`src/sv/qdec_pkg.sv`:
```
// Shared types and constants for the multi-knob quadrature decoder.
// Holds the request/response item structs and the AB transition table.
// No dependencies.
package qdec_pkg;

   localparam int KNOB_W = 2;
   localparam int DATA_W = 32;
   localparam int MASK_W = 8;

   // Transition codes
   localparam logic [1:0] TR_NONE = 2'd0;
   localparam logic [1:0] TR_FWD  = 2'd1;
   localparam logic [1:0] TR_BACK = 2'd2;
   localparam logic [1:0] TR_BAD  = 2'd3;

   localparam logic [1:0] AB_RESET = 2'b11;

   typedef struct packed {
      logic [KNOB_W-1:0] knob;
      logic              level_a;
      logic              level_b;
      logic [DATA_W-1:0] time_us;
   } req_type;

   typedef struct packed {
      logic signed [1:0]        step;
      logic                     invalid;
      logic signed [DATA_W-1:0] position;
      logic [DATA_W-1:0]        reject_count;
      logic [DATA_W-1:0]        last_edge_time;
   } rsp_type;

   // Old AB in the high bits, new AB in the low bits.
   function automatic logic [1:0] trans_code(input logic [1:0] old_ab,
                                             input logic [1:0] new_ab);
      logic [1:0] code;
      case ({old_ab, new_ab})
         4'b0000: code = TR_NONE;
         4'b0001: code = TR_FWD;
         4'b0010: code = TR_BACK;
         4'b0011: code = TR_BAD;
         4'b0100: code = TR_BACK;
         4'b0101: code = TR_NONE;
         4'b0110: code = TR_BAD;
         4'b0111: code = TR_FWD;
         4'b1000: code = TR_FWD;
         4'b1001: code = TR_BAD;
         4'b1010: code = TR_NONE;
         4'b1011: code = TR_BACK;
         4'b1100: code = TR_BAD;
         4'b1101: code = TR_BACK;
         4'b1110: code = TR_FWD;
         4'b1111: code = TR_NONE;
         default: code = TR_NONE;
      endcase
      return code;
   endfunction

endpackage

```
`src/sv/qdec_core.sv`:
```
// Per-knob state registers and the combinational decode/update logic.
// Depends on qdec_pkg.
module qdec_core #(
   parameter int KNOBS = 4
) (
   input  logic                    clock,
   input  logic                    reset,
   input  logic                    fire,
   input  qdec_pkg::req_type       item,
   input  logic [qdec_pkg::MASK_W-1:0] reverse_mask,
   output qdec_pkg::rsp_type       result
);
   import qdec_pkg::*;

   logic [1:0]        ab_ff    [KNOBS];
   logic [1:0]        ab_in    [KNOBS];
   logic [DATA_W-1:0] total_ff [KNOBS];
   logic [DATA_W-1:0] total_in [KNOBS];
   logic [DATA_W-1:0] tally_ff [KNOBS];
   logic [DATA_W-1:0] tally_in [KNOBS];
   logic [DATA_W-1:0] stamp_ff [KNOBS];
   logic [DATA_W-1:0] stamp_in [KNOBS];

   logic [KNOBS-1:0]  hit;
   logic              in_range;
   logic [1:0]        old_ab;
   logic [1:0]        now_ab;
   logic [DATA_W-1:0] cur_total;
   logic [DATA_W-1:0] cur_tally;
   logic [DATA_W-1:0] cur_stamp;
   logic [1:0]        code;
   logic              bad;
   logic              moving;
   logic              up;
   logic [DATA_W-1:0] nxt_total;
   logic [DATA_W-1:0] nxt_tally;
   logic [DATA_W-1:0] nxt_stamp;

   // Select the addressed knob's state
   always_comb begin
      old_ab    = '0;
      cur_total = '0;
      cur_tally = '0;
      cur_stamp = '0;
      for (int k = 0; k < KNOBS; k++) begin
         hit[k] = ({{(DATA_W-KNOB_W){1'b0}}, item.knob} == DATA_W'(k));
         old_ab    = old_ab    | (ab_ff[k]    & {2{hit[k]}});
         cur_total = cur_total | (total_ff[k] & {DATA_W{hit[k]}});
         cur_tally = cur_tally | (tally_ff[k] & {DATA_W{hit[k]}});
         cur_stamp = cur_stamp | (stamp_ff[k] & {DATA_W{hit[k]}});
      end
      in_range = |hit;
   end

   assign now_ab    = {item.level_a, item.level_b};
   assign code      = trans_code(old_ab, now_ab);
   assign bad       = (code == TR_BAD);
   assign moving    = (code == TR_FWD) || (code == TR_BACK);
   assign up        = (code == TR_FWD) ^ reverse_mask[{1'b0, item.knob}];
   // add +1 or -1
   assign nxt_total = moving ? cur_total + {{(DATA_W-1){~up}}, 1'b1} : cur_total;
   assign nxt_tally = bad ? cur_tally + DATA_W'(1) : cur_tally;
   assign nxt_stamp = moving ? item.time_us : cur_stamp;

   always_comb begin
      result = '0;
      if (in_range) begin
         result.step           = moving ? (up ? 2'sb01 : 2'sb11) : 2'sb00;
         result.invalid        = bad;
         result.position       = nxt_total;
         result.reject_count   = nxt_tally;
         result.last_edge_time = nxt_stamp;
      end
   end

   always_comb begin
      for (int k = 0; k < KNOBS; k++) begin
         ab_in[k]    = ab_ff[k];
         total_in[k] = total_ff[k];
         tally_in[k] = tally_ff[k];
         stamp_in[k] = stamp_ff[k];
         if (fire && hit[k]) begin
            ab_in[k]    = now_ab;
            total_in[k] = nxt_total;
            tally_in[k] = nxt_tally;
            stamp_in[k] = nxt_stamp;
         end
      end
   end

   always_ff @(posedge clock) begin
      for (int k = 0; k < KNOBS; k++) begin
         if (reset) begin
            ab_ff[k]    <= AB_RESET;
            total_ff[k] <= '0;
            tally_ff[k] <= '0;
            stamp_ff[k] <= '0;
         end else begin
            ab_ff[k]    <= ab_in[k];
            total_ff[k] <= total_in[k];
            tally_ff[k] <= tally_in[k];
            stamp_ff[k] <= stamp_in[k];
         end
      end
   end

endmodule

```
`src/sv/multi_knob_quadrature_decoder_top.sv`:
```
// Top level of the multi-knob quadrature decoder: input register, config
// register, response register around qdec_core. Depends on qdec_pkg, qdec_core.
//
//   channel | direction | handshake          | payload
//   req     | in        | req_valid/req_stall | req_item (req_type)
//   rsp     | out       | rsp_valid/rsp_stall | rsp_item (rsp_type)
//   csr     | in        | csr_wr_en           | csr_wr_data (reverse mask)
//
// One item per cycle sustained while rsp_stall stays low; an accepted request
// passes the input register and then the response register before rsp_valid rises.
// The decode and state update sit between the input and response registers.
// Reset is synchronous and returns every knob to AB = both high, counters zero.
// A stalled response holds; the input register still drains into an empty
// or departing response register.
module multi_knob_quadrature_decoder_top #(
   parameter int KNOBS = 4
) (
   input  logic                        clock,
   input  logic                        reset,
   input  logic                        req_valid,
   output logic                        req_stall,
   input  qdec_pkg::req_type           req_item,
   output logic                        rsp_valid,
   input  logic                        rsp_stall,
   output qdec_pkg::rsp_type           rsp_item,
   input  logic                        csr_wr_en,
   input  logic [qdec_pkg::MASK_W-1:0] csr_wr_data
);
   import qdec_pkg::*;

   logic              in_valid_ff;
   logic              in_valid_in;
   req_type           in_item_ff;
   logic              out_valid_ff;
   logic              out_valid_in;
   rsp_type           out_item_ff;
   logic [MASK_W-1:0] mask_ff;
   logic              advance;
   logic              req_accept;
   rsp_type           core_result;

   assign advance     = in_valid_ff && (!out_valid_ff || !rsp_stall);
   assign req_stall   = in_valid_ff && !advance;
   assign req_accept  = req_valid && !req_stall;
   assign in_valid_in = req_accept || (in_valid_ff && !advance);
   assign out_valid_in = advance || (out_valid_ff && rsp_stall);

   qdec_core #(.KNOBS(KNOBS)) u_core (
      .clock        (clock),
      .reset        (reset),
      .fire         (advance),
      .item         (in_item_ff),
      .reverse_mask (mask_ff),
      .result       (core_result)
   );

   always_ff @(posedge clock) begin
      if (reset) begin
         in_valid_ff  <= 1'b0;
         out_valid_ff <= 1'b0;
         mask_ff      <= '0;
      end else begin
         in_valid_ff  <= in_valid_in;
         out_valid_ff <= out_valid_in;
         if (csr_wr_en) begin
            mask_ff <= csr_wr_data;
         end
      end
   end

   always_ff @(posedge clock) begin
      if (req_accept) begin
         in_item_ff <= req_item;
      end
      if (advance) begin
         out_item_ff <= core_result;
      end
   end

   assign rsp_valid = out_valid_ff;
   assign rsp_item  = out_item_ff;

endmodule

```
`config.mk`:
```
export PLATFORM = sky130hd
export DESIGN_NAME = multi_knob_quadrature_decoder_top
export DESIGN_NICKNAME = d
export VERILOG_FILES = /design/src/sv/qdec_pkg.sv /design/src/sv/qdec_core.sv /design/src/sv/multi_knob_quadrature_decoder_top.sv
export SDC_FILE = /design/constraint.sdc
export NUM_CORES = 1
export LEC_CHECK = 0
export BUFFER_PORTS_ARGS = -buffer_cell sky130_fd_sc_hd__buf_2
export CORE_MARGIN = 5
export CORE_UTILIZATION = 57
export CTS_BUF_LIST = sky130_fd_sc_hd__clkbuf_4 sky130_fd_sc_hd__clkbuf_8
export CTS_CLUSTER_SIZE = 20
export DETAILED_ROUTE_END_ITERATION = 8
export PLACE_DENSITY = 0.83
export SLEW_MARGIN = 10
export SYNTH_ARGS = -nofsm -noshare
export SYNTH_HDL_FRONTEND = slang
export SYNTH_SLANG_ARGS = --single-unit
export TNS_END_PERCENT = 5
```
`constraint.sdc`:
```
create_clock -name clock -period 6.4 [get_ports clock]
set_clock_uncertainty 0.05 [all_clocks]
set_input_delay 1.28 -clock clock [delete_from_list [all_inputs] [get_ports clock]]
set_output_delay 1.28 -clock clock [all_outputs]
set_load 0.005 [all_outputs]
```
==> results by group <==
Run status
  • Status: finished clean

Worst setup path
  • R2r worst-path depth: 14
  • Largest delay share family, worst path: compound AO/OA/AOI/OAI gates
  • Worst Path Arrival: 5700 ps
  • Slowest cell on crit path: xnor2_2
  • Element type at the critical path start: flip-flop
  • CP Max Fanout: 13
  • Worst reg2reg startpoint: in_item_ff[34]
  • Bufs and invs on worst path: 2
  • Cells along the critical path: mux4_2 -> or2_2 -> a31o_2 -> ha_1 -> xnor2_2 -> buf_4 -> ha_1 -> a32oi_1 -> o211ai_1 -> a221oi_2 -> a21oi_1 -> o2111a_1 -> nor3_1 -> inv_1
  • Crit path top cell by count: ha_1
  • RR Endpoint: rsp_item[89]
  • CP endpoint kind: flip-flop
  • Critical path class: reg2reg
  • R2r setup slk: 1020 ps
  • WP data required: 6720 ps
  • Max incr delay on CP: 580 ps

Synthesis
  • Yosys warns: 0
  • Multiplexer area fraction after synthesis: 0.1224
  • Sequential share of the synthesized area: 0.5164
  • Simple-gate share of the synthesized area: 0.1110
  • Synth cell count leaders: nor2_1 (421), dfxtp_1 (398), a211oi_1 (360)
  • Syn Inst Count: 2188
  • Netlist cell types: 69
  • Mapped Nets: 2271
  • Synth Area in Compound Gates: 0.1615
  • Synth Flop Type: dfxtp_1
  • Yosys top cell by area: dfxtp_1
  • Syn_area_per_cell: 10.64 um2
  • Synth Cell Area: 0.02328 mm2
  • Dominant cells by area after synthesis: dfxtp_1 (34%), edfxtp_1 (17%), a211oi_1 (12%)
  • Largest family of logic cells by synthesized area: compound AO/OA/AOI/OAI gates
  • Post-synthesis xor/xnor area fraction: 0.02102
  • Top-area cell type share of the netlist area: 0.3423
  • Count leader, synth: nor2_1
  • Post-synth EDFFs: 135
  • Synthesized flop and latch total: 533
  • Fraction of registers with async set/reset: 0
  • Adder-cell area share of the yosys netlist: 0.01860

Clock network
  • Cts repair resizes: 0
  • Clock root buffer: clkbuf_8
  • CTS Buffer Depth: 3
  • Clock Sinks: 533
  • Hold-fix buffers, CTS: 0
  • Worst-path clk slew: 60 ps
  • Postcts setup bufs: 0
  • H-Tree Depth: 3
  • TritonCTS Buffers: 84
  • TritonCTS clock tree: yes
  • Worst-Skew Late Latency: 640 ps

Global route
  • Initial antenna violation count: 1
  • Vias in the first global route: 16850
  • GRT Overall Usage: 0.2270
  • Grt ovf: 0
  • Largest net degree at the start of global routing: 159
  • First-pass GRT wire length: 84530 um

STA
  • Pins Over Slew Limit: 0
  • Min Hold Slack: 411.9 ps
  • Slew @ Worst Pin: 1052 ps
  • Fmax: 0.1860 GHz
  • Slew headroom: 0.2988
  • RSZ-0062 raised after global routing: false
  • Setup TNS: 0 ps
  • Final setup fails: 0
  • Fin crit share: 0.8402
  • Period minus WS final: 5377 ps
  • Fin. Hold Viols: 0

Route
  • Vias: 16960
  • Routed wire length: 51860 um
  • Routed vias/inst: 5.908
  • WL met2: 25030 um
  • Met3 routed wirelength: 2809 um
  • DRT met1 WL: 22850 um
  • DRT Pass-1 Iters: 5
  • DRT iter0 DRCs: 1206
  • Highest Signal Layer: met4
  • Final ANT Viol Nets: 0
  • Wire length per cell: 18.06 um
  • DRC violations left: 0

Floorplanning
  • Die Area: 0.04498 mm2
  • Initial Utilization: 0.5727
  • I/O pin count: 150
  • Row count: 74
  • Core ar.: 0.04065 mm2
  • Die Ht: 212.1 um
  • Die X: 212.1 um

Worst hold path
  • Hold Crit Start: u_core.ab_ff[0][0]
  • Hold Path Sink: u_core.ab_ff[0][0]
  • Hold WC Path Type: reg2reg
  • Hold Crit Depth: 1

Placement
  • DP HPWL: 31410 um
  • Port buffer count: 145
  • Global placement routability congestion: 0.8916

Power and ir drop
  • Power, Total: 0.007864 W
  • IR drop worst, VDD: 0.2031 mV
  • Leakage: 9.730 nW
  • Pwr/cell area: 302.8 mW/mm2

Layout
  • Syn-to-layout area delta: 11.58%
  • Layout cells sized above 1: 0.1886
  • Reg area: 0.01202 mm2
  • Fillers: 3050
  • Multi-input gate area: 0.01015 mm2
  • Nets: 2354

Job
  • Max-cap violations: 0
-- report_power, final --
part / leakage [nW] / total, W / internal [W] / switching, W
Clock: 0.935 / 0.00300 / 0.00167 / 0.00133
Combinational: 4.27 / 0.00116 / 0.000419 / 0.000742
Sequential: 4.52 / 0.00371 / 0.00364 / 0.0000650
-- flip-flops by register name (all words and copies together), names as in the netlist --
signal / cells
u_core.total_ff: 128
u_core.tally_ff: 128
rsp_valid: 1
in_valid_ff: 1
mask_ff: 4
u_core.ab_ff: 8
in_item_ff: 36
rsp_item: 99
u_core.stamp_ff: 128
-- worst max-delay path by stage --
| stage | from | endpoint | slack (ps) | cells past startpoint |
|---|---|---|---|---|
| after global routing | in_item_ff[34] | rsp_item[95] | 690 | 17 |
| after global placement | in_item_ff[34] | rsp_item[92] | 1070 | 15 |
| final | in_item_ff[34] | rsp_item[89] | 1020 | 14 |
| after floorplan | in_item_ff[35] | u_core.total_ff[0][24] | 460 | 21 |
| after detailed placement | in_item_ff[34] | rsp_item[89] | 1050 | 14 |
| after CTS | in_item_ff[34] | rsp_item[89] | 1020 | 14 |
-- cells in the final DEF, fill, tap and decap left out, types with 32 or more instances in the layout --
cell / netlist / layout
nor2_1: 421 / 420
a211oi_1: 360 / 360
dfxtp_1: 398 / 398
nand2_1: 76 / 76
a21oi_1: 45 / 45
buf_2: 25 / 144
edfxtp_1: 135 / 135
inv_1: 106 / 105
mux2i_1: 56 / 56
mux4_2: 94 / 94
ha_1: 33 / 32
clkbuf_8: 0 / 92
-- area by class of cell --
| type | instances | share of cell area |
|---|---|---|
| timing repair buffer | 170 | 0.03748 |
| sequential | 533 | 0.4628 |
| tap | 532 | 0.02563 |
| clock inverter | 31 | 0.01016 |
| multi-input combinational | 1374 | 0.3907 |
| antenna | 1 | 0.00009634 |
| clock buffer | 122 | 0.05742 |
| inverter | 108 | 0.01570 |
-- cells by family (layout without fill, tap and decap cells) --
kind of cell | Yosys count | in the layout
buffers and inverters | 281 | 431
AO/OA/AOI/OAI | 512 | 512
flip-flops | 533 | 533
XOR/XNOR | 55 | 55
AND/OR/NAND/NOR | 613 | 613
adder cells (fa/ha/maj) | 34 | 34
multiplexers | 160 | 160
other | 0 | 1
-- metrics by stage --
| stage | setup slack (ps) | util | area [um2] | instances |
|---|---|---|---|---|
| after floorplan | 460.2 | - | 23280 | 2188 |
| after detailed placement | 1049 | 0.5958 | 24220 | 2717 |
| after global placement | 1070 | 0.5958 | 24220 | 2717 |
| after CTS | 1022 | 0.6390 | 25970 | 2870 |
| final | 1023 | 0.6390 | 25970 | 2871 |
| after global routing | 693.2 | 0.6390 | 25970 | 2870 |
-- metal layers --
metal | track usage | vias to the layer above
li1 | - | 8193
met1 | 0.3053 | 8176
met2 | 0.3724 | 503
met3 | 0.04250 | 91
met4 | 0.08019 | 0
met5 | 0 | -
(Power assumes the default switching activity.)
